$ cat src/rle6_pkg.sv
// ----------------------------------------------------------------------------
// rle6_pkg
// Shared types, widths and the 6-to-8 bit alpha expansion table for the
// run-length alpha layer decoder.
// ----------------------------------------------------------------------------
package rle6_pkg;

  // fixed field widths
  localparam int unsigned BYTE_W  = 8;
  localparam int unsigned RUN_W   = 7;
  localparam int unsigned CNT_W   = 23;
  localparam int unsigned PIX_W   = 22;
  localparam int unsigned ALPHA_W = 8;
  localparam int unsigned A6_W    = 6;

  // wide enough to compare any supported position against the pixel count
  localparam int unsigned CMP_W = 33;

  localparam logic [CNT_W-1:0]  PIXEL_COUNT_RESET = 23'h400000;
  localparam logic [A6_W-1:0]   ALPHA_MAX         = 6'h3F;
  localparam logic [BYTE_W-1:0] CTRL_MIN_NEG      = 8'h80;

  // one accepted input transaction
  typedef struct packed {
    logic                  layer_start;
    logic [BYTE_W-1:0]     data_byte;
  } in_item_t;

  // one result transaction
  typedef struct packed {
    logic                  out_of_range;
    logic [ALPHA_W-1:0]    alpha_value;
    logic [PIX_W-1:0]      pixel_index;
  } result_t;

  // 6-bit to 8-bit alpha expansion
  function automatic logic [ALPHA_W-1:0] expand6(input logic [A6_W-1:0] idx);
    logic [ALPHA_W-1:0] v;
    case (idx)
      6'd0:  v = 8'd0;    6'd1:  v = 8'd4;    6'd2:  v = 8'd8;    6'd3:  v = 8'd12;
      6'd4:  v = 8'd16;   6'd5:  v = 8'd20;   6'd6:  v = 8'd24;   6'd7:  v = 8'd28;
      6'd8:  v = 8'd32;   6'd9:  v = 8'd36;   6'd10: v = 8'd40;   6'd11: v = 8'd44;
      6'd12: v = 8'd48;   6'd13: v = 8'd52;   6'd14: v = 8'd56;   6'd15: v = 8'd60;
      6'd16: v = 8'd64;   6'd17: v = 8'd68;   6'd18: v = 8'd72;   6'd19: v = 8'd76;
      6'd20: v = 8'd80;   6'd21: v = 8'd85;   6'd22: v = 8'd89;   6'd23: v = 8'd93;
      6'd24: v = 8'd97;   6'd25: v = 8'd101;  6'd26: v = 8'd105;  6'd27: v = 8'd109;
      6'd28: v = 8'd113;  6'd29: v = 8'd117;  6'd30: v = 8'd121;  6'd31: v = 8'd125;
      6'd32: v = 8'd129;  6'd33: v = 8'd133;  6'd34: v = 8'd137;  6'd35: v = 8'd141;
      6'd36: v = 8'd145;  6'd37: v = 8'd149;  6'd38: v = 8'd153;  6'd39: v = 8'd157;
      6'd40: v = 8'd161;  6'd41: v = 8'd165;  6'd42: v = 8'd170;  6'd43: v = 8'd174;
      6'd44: v = 8'd178;  6'd45: v = 8'd182;  6'd46: v = 8'd186;  6'd47: v = 8'd190;
      6'd48: v = 8'd194;  6'd49: v = 8'd198;  6'd50: v = 8'd202;  6'd51: v = 8'd206;
      6'd52: v = 8'd210;  6'd53: v = 8'd214;  6'd54: v = 8'd218;  6'd55: v = 8'd222;
      6'd56: v = 8'd226;  6'd57: v = 8'd230;  6'd58: v = 8'd234;  6'd59: v = 8'd238;
      6'd60: v = 8'd242;  6'd61: v = 8'd246;  6'd62: v = 8'd250;  6'd63: v = 8'd255;
      default: v = 8'd0;
    endcase
    return v;
  endfunction

endpackage

$ cat src/rle6_in_reg.sv
// ----------------------------------------------------------------------------
// rle6_in_reg
// Input register: holds one accepted transaction until the decoder takes it.
// ----------------------------------------------------------------------------
module rle6_in_reg (
  input  logic               clk,
  input  logic               rst,
  input  logic               in_valid,
  output logic               in_ready,
  input  rle6_pkg::in_item_t in_item,
  output logic               hold_valid,
  output rle6_pkg::in_item_t hold_item,
  input  logic               take
);

  // free when empty or when the held item leaves this cycle
  assign in_ready = !hold_valid || take;

  // valid flag
  always_ff @(posedge clk) begin
    if (rst) begin
      hold_valid <= 1'b0;
    end else if (in_ready) begin
      hold_valid <= in_valid;
    end
  end

  // payload
  always_ff @(posedge clk) begin
    if (in_valid && in_ready) begin
      hold_item <= in_item;
    end
  end

endmodule

$ cat src/rle6_decode.sv
// ----------------------------------------------------------------------------
// rle6_decode
// Run state, pixel position and pixel count register; decodes one byte per
// cycle (literals need a free output slot) to skip, run start or alpha write.
// ----------------------------------------------------------------------------
module rle6_decode #(
  parameter int unsigned INDEX_BITS = 22
) (
  input  logic                          clk,
  input  logic                          rst,
  input  logic                          cfg_we,
  input  logic [rle6_pkg::CNT_W-1:0]    cfg_wdata,
  input  logic                          item_valid,
  input  rle6_pkg::in_item_t            item,
  input  logic                          out_free,
  output logic                          take,
  output logic                          produce,
  output rle6_pkg::result_t             result
);

  logic [rle6_pkg::CNT_W-1:0] pixel_count;
  logic [rle6_pkg::RUN_W-1:0] literal_left;
  logic [rle6_pkg::RUN_W-1:0] literal_left_next;
  logic [INDEX_BITS-1:0]      position;
  logic [INDEX_BITS-1:0]      position_next;

  logic [rle6_pkg::RUN_W-1:0] cur_left;
  logic [INDEX_BITS-1:0]      cur_pos;
  logic [rle6_pkg::CMP_W-1:0] pos_wide;
  logic [rle6_pkg::A6_W-1:0]  alpha_sat;
  logic [rle6_pkg::BYTE_W-1:0] byte_in;
  logic                       is_literal;

  // layer start clears the run state before the byte is decoded
  assign byte_in    = item.data_byte;
  assign cur_left   = item.layer_start ? '0 : literal_left;
  assign cur_pos    = item.layer_start ? '0 : position;
  assign is_literal = (cur_left != '0);
  assign pos_wide   = rle6_pkg::CMP_W'(cur_pos);

  // a control byte never waits on the output side
  assign produce = item_valid && is_literal;
  assign take    = item_valid && (!is_literal || out_free);

  // alpha saturates at 63, then inverts and expands
  assign alpha_sat = (byte_in > rle6_pkg::BYTE_W'(rle6_pkg::ALPHA_MAX)) ?
                     rle6_pkg::ALPHA_MAX : byte_in[rle6_pkg::A6_W-1:0];

  // result fields
  always_comb begin
    result.pixel_index  = pos_wide[rle6_pkg::PIX_W-1:0];
    result.alpha_value  = rle6_pkg::expand6(~alpha_sat);
    result.out_of_range = (pos_wide >= rle6_pkg::CMP_W'(pixel_count));
  end

  // next run state and position
  always_comb begin
    literal_left_next = cur_left;
    position_next     = cur_pos;
    if (is_literal) begin
      literal_left_next = cur_left - 1'b1;
      position_next     = cur_pos + 1'b1;
    end else if (byte_in > rle6_pkg::CTRL_MIN_NEG) begin
      literal_left_next = byte_in[rle6_pkg::RUN_W-1:0];
    end else if (!byte_in[rle6_pkg::BYTE_W-1]) begin
      // skip; a zero byte adds nothing
      position_next = cur_pos + INDEX_BITS'(byte_in);
    end
  end

  // state registers
  always_ff @(posedge clk) begin
    if (rst) begin
      literal_left <= '0;
      position     <= '0;
    end else if (take) begin
      literal_left <= literal_left_next;
      position     <= position_next;
    end
  end

  // pixel count register
  always_ff @(posedge clk) begin
    if (rst) begin
      pixel_count <= rle6_pkg::PIXEL_COUNT_RESET;
    end else if (cfg_we) begin
      pixel_count <= cfg_wdata;
    end
  end

endmodule

$ cat src/rle6_out_reg.sv
// ----------------------------------------------------------------------------
// rle6_out_reg
// Result register: holds one alpha write until the downstream side takes it.
// ----------------------------------------------------------------------------
module rle6_out_reg (
  input  logic              clk,
  input  logic              rst,
  input  logic              load,
  input  rle6_pkg::result_t load_result,
  output logic              out_free,
  output logic              out_valid,
  input  logic              out_ready,
  output rle6_pkg::result_t out_result
);

  // slot is free when empty or being drained
  assign out_free = !out_valid || out_ready;

  // valid flag
  always_ff @(posedge clk) begin
    if (rst) begin
      out_valid <= 1'b0;
    end else if (out_free) begin
      out_valid <= load;
    end
  end

  // payload
  always_ff @(posedge clk) begin
    if (load && out_free) begin
      out_result <= load_result;
    end
  end

endmodule

$ cat src/rle_alpha6_layer_decoder.sv
// ----------------------------------------------------------------------------
// rle_alpha6_layer_decoder
// Run-length alpha layer decoder: control bytes skip pixels or open a
// literal run; each literal byte becomes an expanded alpha write.
// ----------------------------------------------------------------------------
//  channel   dir  handshake               payload
//  s_axis    in   tvalid/tready           tdata[7:0] data_byte, tuser layer_start
//  m_axis    out  tvalid/tready           tdata[21:0] pixel_index,
//                                         tdata[29:22] alpha_value, tuser out_of_range
//  cfg       in   cfg_we                  cfg_wdata pixel_count
//
//  one byte per cycle sustained while m_axis is not stalled; a literal byte
//  reaches m_axis through the input register, then the result register
//  control bytes retire without using the result register
//  rst is synchronous; clears run state, position, valids, pixel_count=2^22
//  a stalled m_axis holds only literal bytes back; s_axis_tready follows
// ----------------------------------------------------------------------------
module rle_alpha6_layer_decoder #(
  parameter int unsigned INDEX_BITS = 22
) (
  input  logic        clk,
  input  logic        rst,
  input  logic        s_axis_tvalid,
  output logic        s_axis_tready,
  input  logic [7:0]  s_axis_tdata,   // [7:0] data_byte
  input  logic        s_axis_tuser,   // [0] layer_start
  output logic        m_axis_tvalid,
  input  logic        m_axis_tready,
  output logic [31:0] m_axis_tdata,   // [21:0] pixel_index, [29:22] alpha_value
  output logic        m_axis_tuser,   // [0] out_of_range
  input  logic        cfg_we,
  input  logic [22:0] cfg_wdata       // [22:0] pixel_count
);

  rle6_pkg::in_item_t in_item;
  rle6_pkg::in_item_t hold_item;
  rle6_pkg::result_t  dec_result;
  rle6_pkg::result_t  out_result;
  logic               hold_valid;
  logic               take;
  logic               produce;
  logic               out_free;

  assign in_item.data_byte   = s_axis_tdata;
  assign in_item.layer_start = s_axis_tuser;

  // input register
  rle6_in_reg u_in_reg (
    .clk        (clk),
    .rst        (rst),
    .in_valid   (s_axis_tvalid),
    .in_ready   (s_axis_tready),
    .in_item    (in_item),
    .hold_valid (hold_valid),
    .hold_item  (hold_item),
    .take       (take)
  );

  // decoder and run state
  rle6_decode #(
    .INDEX_BITS (INDEX_BITS)
  ) u_decode (
    .clk        (clk),
    .rst        (rst),
    .cfg_we     (cfg_we),
    .cfg_wdata  (cfg_wdata),
    .item_valid (hold_valid),
    .item       (hold_item),
    .out_free   (out_free),
    .take       (take),
    .produce    (produce),
    .result     (dec_result)
  );

  // result register
  rle6_out_reg u_out_reg (
    .clk         (clk),
    .rst         (rst),
    .load        (produce),
    .load_result (dec_result),
    .out_free    (out_free),
    .out_valid   (m_axis_tvalid),
    .out_ready   (m_axis_tready),
    .out_result  (out_result)
  );

  // output packing
  assign m_axis_tdata = {2'b00, out_result.alpha_value, out_result.pixel_index};
  assign m_axis_tuser = out_result.out_of_range;

endmodule

$ cat config.mk
export PLATFORM = sky130hd
export DESIGN_NAME = rle_alpha6_layer_decoder
export DESIGN_NICKNAME = d
export VERILOG_FILES = /design/src/rle6_pkg.sv /design/src/rle6_in_reg.sv /design/src/rle6_decode.sv /design/src/rle6_out_reg.sv /design/src/rle_alpha6_layer_decoder.sv
export SDC_FILE = /design/constraint.sdc
export NUM_CORES = 1
export LEC_CHECK = 0
export BUFFER_PORTS_ARGS = -buffer_cell sky130_fd_sc_hd__clkbuf_2
export CORE_MARGIN = 1
export CORE_UTILIZATION = 63
export DETAILED_ROUTE_END_ITERATION = 8
export PLACE_DENSITY = 0.86
export SYNTH_ARGS = -nofsm -noshare
export SYNTH_HDL_FRONTEND = slang
export SYNTH_SLANG_ARGS = --single-unit
$ cat constraint.sdc
create_clock -name clk -period 9 [get_ports clk]
set_clock_uncertainty 0.2 [all_clocks]
set_input_delay 0 -clock clk [delete_from_list [all_inputs] [get_ports clk]]
set_output_delay 0 -clock clk [all_outputs]
set_load 0.05 [all_outputs]
==> results of run 1 <==
-- repair_timing --
action                                 CTS  global route
endpoints found under the hold margin   38             0
hold buffers                            56             0
buffers inserted                         0             0
-- power breakdown --
part	switching, mW	internal (mW)
logic	0.109	0.0744
clock network	0.160	0.177
registers	0.0229	0.464
total	0.292	0.715
-- synth_stat cells (all sizes together), types with 11 or more instances --
cell and instances:
a21oi 39, buf 18, clkbuf 20, dfxtp 54
edfxtp 40, ha 24, inv 31, mux2i 24
nand2 38, nand4 11, nor2 57, nor2b 30
o21ai 25
-- final timing paths --
kind | to | from | slack [ns] | depth (start not counted)
worst max register to register | u_decode.position[17]$_SDFFE_PP0P_ | u_in_reg.hold_item[8]$_DFFE_PP_ | 4.75 | 11
worst max-delay path | u_decode.position[17]$_SDFFE_PP0P_ | u_in_reg.hold_item[8]$_DFFE_PP_ | 4.75 | 11
worst min-delay path | u_in_reg.hold_item[8]$_DFFE_PP_ | s_axis_tuser | 0.14 | 2
worst min register to register | u_decode.position[21]$_SDFFE_PP0P_ | u_decode.position[21]$_SDFFE_PP0P_ | 0.33 | 2
-- stage by stage --
step           worst slack, ns  instance area (sq um)  total power, mW
4_1_cts                   4.86                   6470            0.995
5_1_grt                   4.44                   6470             1.04
3_5_place_dp              4.87                   5670            0.650
2_1_floorplan             5.68                   5350            0.614
6_report                  4.75                   6470             1.01
3_3_place_gp              5.03                   5670            0.645
-- layer usage --
| metal | up-vias | GRT usage (%) | routed length, microns |
|---|---|---|---|
| li1 | 2260 | - | - |
| met2 | 281 | 55.0 | 7000 |
| met3 | 86 | 6.47 | 950 |
| met1 | 2284 | 39.7 | 5450 |
| met4 | 0 | 24.4 | 916 |
| met5 | - | 0 | 0 |
-- cells by family (layout without fill, tap and decap cells) --
| logic type | Yosys count | after routing | synth area share (%) |
|---|---|---|---|
| adder cells (fa/ha/maj) | 25 | 25 | 5.80 |
| AO/OA/AOI/OAI | 143 | 143 | 19.4 |
| other | 1 | 2 | 0.0701 |
| AND/OR/NAND/NOR | 194 | 194 | 19.3 |
| buffers and inverters | 69 | 176 | 5.76 |
| XOR/XNOR | 11 | 11 | 1.80 |
| multiplexers | 27 | 27 | 5.19 |
| flip-flops | 94 | 94 | 42.7 |
-- area by class of cell --
type / instances / area, sq um
clock buffer: 11 / 153
clock inverter: 5 / 86.3
fill: 525 / 1750
inverter: 31 / 116
multi-input combinational: 402 / 2760
sequential: 94 / 2280
tap: 105 / 131
timing repair buffer: 129 / 936
-- cells in the final DEF (no fill, tap or decap), drive strengths merged, types with 8 or more instances in the layout --
cell         Yosys  final
o21ai           25     25
nand4           11     11
edfxtp          40     40
nor4             8      8
clkbuf          20     80
nor2b           30     30
nor2            57     57
inv             31     34
a21o             9      9
nand3            8      8
ha              24     24
dlygate4sd3      0     56
mux2i           24     24
and2             9      9
a21oi           39     39
nand2           38     38
xnor2            9      9
dfxtp           54     54
o211ai           9      9
-- critical path: stages (launching register included) --
cell and delay (ns):
edfxtp_1 0.33, buf_4 0.42, inv_1 0.35, nand2_1 0.20, ha_1 0.37, nor2b_1 0.32
a22o_1 0.56, o21a_2 0.47, o2111a_2 0.34, o211ai_4 0.13, a2111o_1 0.41, nand2_1 0.06
-- registers in the layout, indices dropped and copies added (netlist names) --
signal	flops
u_decode.literal_left	7
u_decode.pixel_count	23
u_decode.position	22
u_in_reg.hold_item	9
u_in_reg.hold_valid	1
u_out_reg.out_result	31
u_out_reg.out_valid	1
==> metrics.yaml, run 1 <==
status: "completed"
synth_top_area_cell: "edfxtp_1"
vias_per_cell: 6.32
setup_tns_ns: 0
netlist.area_leader.share_pct: 22.5
dp_hpwl_microns: 8870
area_growth_pct: 20.9
ant_nets: 0
critPathLaunchType: "flop"
drc_errors: 0
rows: 33
synth_edf_count: 40
cts_buffers: 9
end_kind: "flop"
maxSlewHeadroom_pct: 15.7
critPathKind: "flop to flop"
p_per_area_nw_per_um2: 156
die_w_microns: 94.1
nets: 728
worstMarginPinSlew_ns: 1.26
grt_overflow: 0
cts_resized: 0
cp_data_required_time_ns: 9.12
cp.arrival_ns: 4.37
drtIter0Drc: 507
n_antenna_cell: 0
hold_slack_ns: 0.142
clk_latency_ns: 0.37
finalHoldViolCount: 0
core_sq_um: 8220
dp.cells: 705
die_h_microns: 94.1
async_flop_share_pct: 0
yosys_most_used_dff: "dfxtp_1"
synth_area_sq_um: 5350
synthCells: 564
grt_pass1_wl_microns: 22900
synth.area.top_cells: "edfxtp_1 (22%), dfxtp_1 (20%), ha_1 (5.6%)"
wl_per_cell_microns: 18.4
grt_max_degree: 56
grt_pass1_vias: 4778
pin_count: 72
max_freq_mhz: 235
rsz0062_at_grt: "no"
cts_tree: "built"
drive_gt1_share_pct: 16.4
cts_sinks: 94
p_leak_nw: 2.66
yosysUniqueCellTypes: 80
post-route-period-util_pct: 47.2
drv_cap: 0
synth.avg_cell_area_sq_um: 9.48
vdd_drop_max_mv: 0.0932
instances_no_fill: 777
io_buffers: 69
die_area_sq_um: 8860
antenna_found_initial: 0
drt-total-wl_microns: 14300
slew_viol_final: 0
yosysWarnings: 0
final_util_pct: 78.7
grt_usage_pct: 33.8
cp_max_fo: 47
first_pass_iters: 7
root_buffer: "clkbuf_8"
start_util_pct: 65.1
place_congestion: 0.976
vias: 4911
hold_class: "primary input to flop"
clk_transition_reported_paths_ns: 0.09
seq_area_frac_synth_pct: 42.7
synth-seq-cells: 94
post-route-min-period_ns: 4.25
h-tree-depth: 3
final-setup-viol-count: 0
clock_path_buffers: 2
Power figures use the tool's default switching activity.
==> run 2: changes to the inputs <==
--- a/config.mk
+++ b/config.mk
@@ -7,9 +7,9 @@
 export LEC_CHECK = 0
 export BUFFER_PORTS_ARGS = -buffer_cell sky130_fd_sc_hd__clkbuf_2
 export CORE_MARGIN = 1
-export CORE_UTILIZATION = 63
+export CORE_UTILIZATION = 52
 export DETAILED_ROUTE_END_ITERATION = 8
-export PLACE_DENSITY = 0.86
+export PLACE_DENSITY = 0.76
 export SYNTH_ARGS = -nofsm -noshare
 export SYNTH_HDL_FRONTEND = slang
 export SYNTH_SLANG_ARGS = --single-unit
==> constraint.sdc (replaced) <==
create_clock -name clk -period 3.9 [get_ports clk]
set_clock_uncertainty 0.2 [all_clocks]
set_input_delay 0 -clock clk [delete_from_list [all_inputs] [get_ports clk]]
set_output_delay 0 -clock clk [all_outputs]
set_load 0.05 [all_outputs]
==> metrics.yaml, run 2 (synthesis results as in run 1) <==
pwr-share-seq_pct: 51.8  # +3.5 points
largest_reg_flops: 31  # unchanged
grt_pass1_vias: 4457  # -6.7%
place_congestion: 0.989  # +1.4%
clock_path_buffers: 2  # unchanged
die_w_microns: 103  # +9.9%
grt_max_degree: 55  # -1.8%
cts_sinks: 94  # unchanged
clk_transition_reported_paths_ns: 0.09  # about the same
die_h_microns: 103  # +9.9%
ant_nets: 0  # unchanged
switchingPower_uw: 626  # +110%
cp_data_required_time_ns: 3.97  # -5.15 ns
status: "completed"
dp.cells: 740  # +5.0%
grt_usage_pct: 27.0  # -6.8 points
rows: 36  # +9.1%
nets: 714  # -1.9%
instances_no_fill: 791  # +1.8%
vias_per_cell: 5.87  # -7.2%
reg.largest.list: "u_out_reg.out_result x31, u_decode.pixel_count x23, u_decode.position x22"
grt_pass1_wl_microns: 21600  # -6.0%
drt-total-wl_microns: 13500  # -5.6%
wl_per_cell_microns: 17.1  # -7.3%
core_sq_um: 9860  # +20%
critPathKind: "flop to flop"
mostFrequentLayoutCells: "clkbuf_2 (69), nor2_1 (57), dfxtp_1 (54), edfxtp_1 (40)"
drv_cap: 0  # unchanged
postLayoutCellArea_sq_um: 6290  # -2.8%
p_int_mw: 1.53  # +110%
antenna_found_initial: 0  # unchanged
p_leak_nw: 2.54  # -4.4%
setup_tns_ns: 0  # unchanged
cts_tree: "built"
p_comb_share_pct: 19.0  # +0.8 points
cp.arrival_ns: 3.48  # -0.89 ns
cts_setup_buffers: 0  # unchanged
max_freq_mhz: 294  # +25%
dp_hpwl_microns: 9440  # +6.3%
p_clk_share_pct: 29.3  # -4.2 points
io_buffers: 69  # unchanged
hold_slack_ns: 0.135  # -0.00673 ns
drtIter0Drc: 336  # -34%
grt_overflow: 0  # unchanged
registers.top_by_ff_count: "u_out_reg.out_result"
start_util_pct: 54.2  # -11 points
p_per_area_nw_per_um2: 342  # +120%
final-setup-viol-count: 0  # unchanged
cts_resized: 0  # unchanged
rsz0062_at_grt: "no"
n_antenna_cell: 0  # unchanged
die_area_sq_um: 10700  # +21%
postCtsHoldBufs: 35  # -38%
final_common_cell: "clkbuf_2"
vdd_drop_max_mv: 0.200  # +110%
slew_viol_final: 0  # unchanged
place_area_sq_um: 5750  # +1.5%
pin_count: 72  # unchanged
root_buffer: "clkbuf_8"
area_growth_pct: 17.6
critPathLaunchType: "flop"
post-route-period-util_pct: 87.4  # +40 points
finalHoldViolCount: 0  # unchanged
maxSlewHeadroom_pct: 49.4  # +34 points
h-tree-depth: 3  # unchanged
hold_class: "primary input to flop"
vias: 4642  # -5.5%
worstMarginPinSlew_ns: 0.759  # -0.505 ns
cp_max_fo: 12  # -74%
cts_buffers: 9  # unchanged
swShare_pct: 29.1  # +0.088 points
clk_latency_ns: 0.38  # about the same
drc_errors: 0  # unchanged
drive_gt1_share_pct: 17.3  # +0.96 points
post-route-min-period_ns: 3.41  # -0.840 ns
end_kind: "flop"
first_pass_iters: 6  # -1
-- run 2: final timing paths --
check / from / depth (start not counted) / endpoint / slack, ns
max: u_decode.position[1]$_SDFFE_PP0P_ / 10 / u_decode.position[12]$_SDFFE_PP0P_ / 0.49
min: s_axis_tuser / 2 / u_in_reg.hold_item[8]$_DFFE_PP_ / 0.14
max reg2reg: u_decode.position[1]$_SDFFE_PP0P_ / 10 / u_decode.position[12]$_SDFFE_PP0P_ / 0.49
min reg2reg: u_decode.pixel_count[12]$_SDFFE_PP0P_ / 2 / u_decode.pixel_count[12]$_SDFFE_PP0P_ / 0.30
-- run 2: area by class of cell --
| cell class | count | area [sq um] |
|---|---|---|
| Fill cell | 755 | 3580 |
| Timing Repair Buffer | 115 | 778 |
| Multi-Input combinational cell | 402 | 2760 |
| Clock buffer | 12 | 135 |
| Clock inverter | 4 | 47.5 |
| Sequential cell | 94 | 2280 |
| Inverter | 31 | 116 |
| Tap cell | 133 | 166 |
-- run 2: worst max-delay path: stages, from the launching register on --
cell and delay, ns:
dfxtp_1 0.53, nand2b_1 0.19, xnor2_1 0.17, ha_1 0.25, a221o_1 0.28, a31oi_2 0.26, nor4_1 0.10, nor4_2 0.44
o221ai_2 0.34, nand4_1 0.21, mux2_2 0.34
-- run 2: layer usage --
metal  global-route usage, %  wire (microns)
met5                       0               0
met4                    14.8             472
met3                    4.64             662
met2                    48.5            7070
met1                    30.3            5300
-- run 2: power groups by stage --
| stage | clock [mW] | sequential, mW | combinational, mW |
|---|---|---|---|
| final | 0.630 | 1.11 | 0.408 |
| after global routing | 0.678 | 1.12 | 0.447 |
| after CTS | 0.644 | 1.11 | 0.405 |
| after detailed placement | 0 | 1.14 | 0.376 |
| after global placement | 0 | 1.13 | 0.367 |
| after floorplan | 0 | 1.16 | 0.255 |
-- run 2: stage by stage --
step	utilization, %	setup WS, ns	total power [mW]
6_report	63.7	0.493	2.15
5_1_grt	63.7	0.263	2.25
4_1_cts	63.7	0.532	2.16
3_5_place_dp	58.3	0.555	1.51
3_3_place_gp	58.3	0.654	1.50
2_1_floorplan	-	0.582	1.42
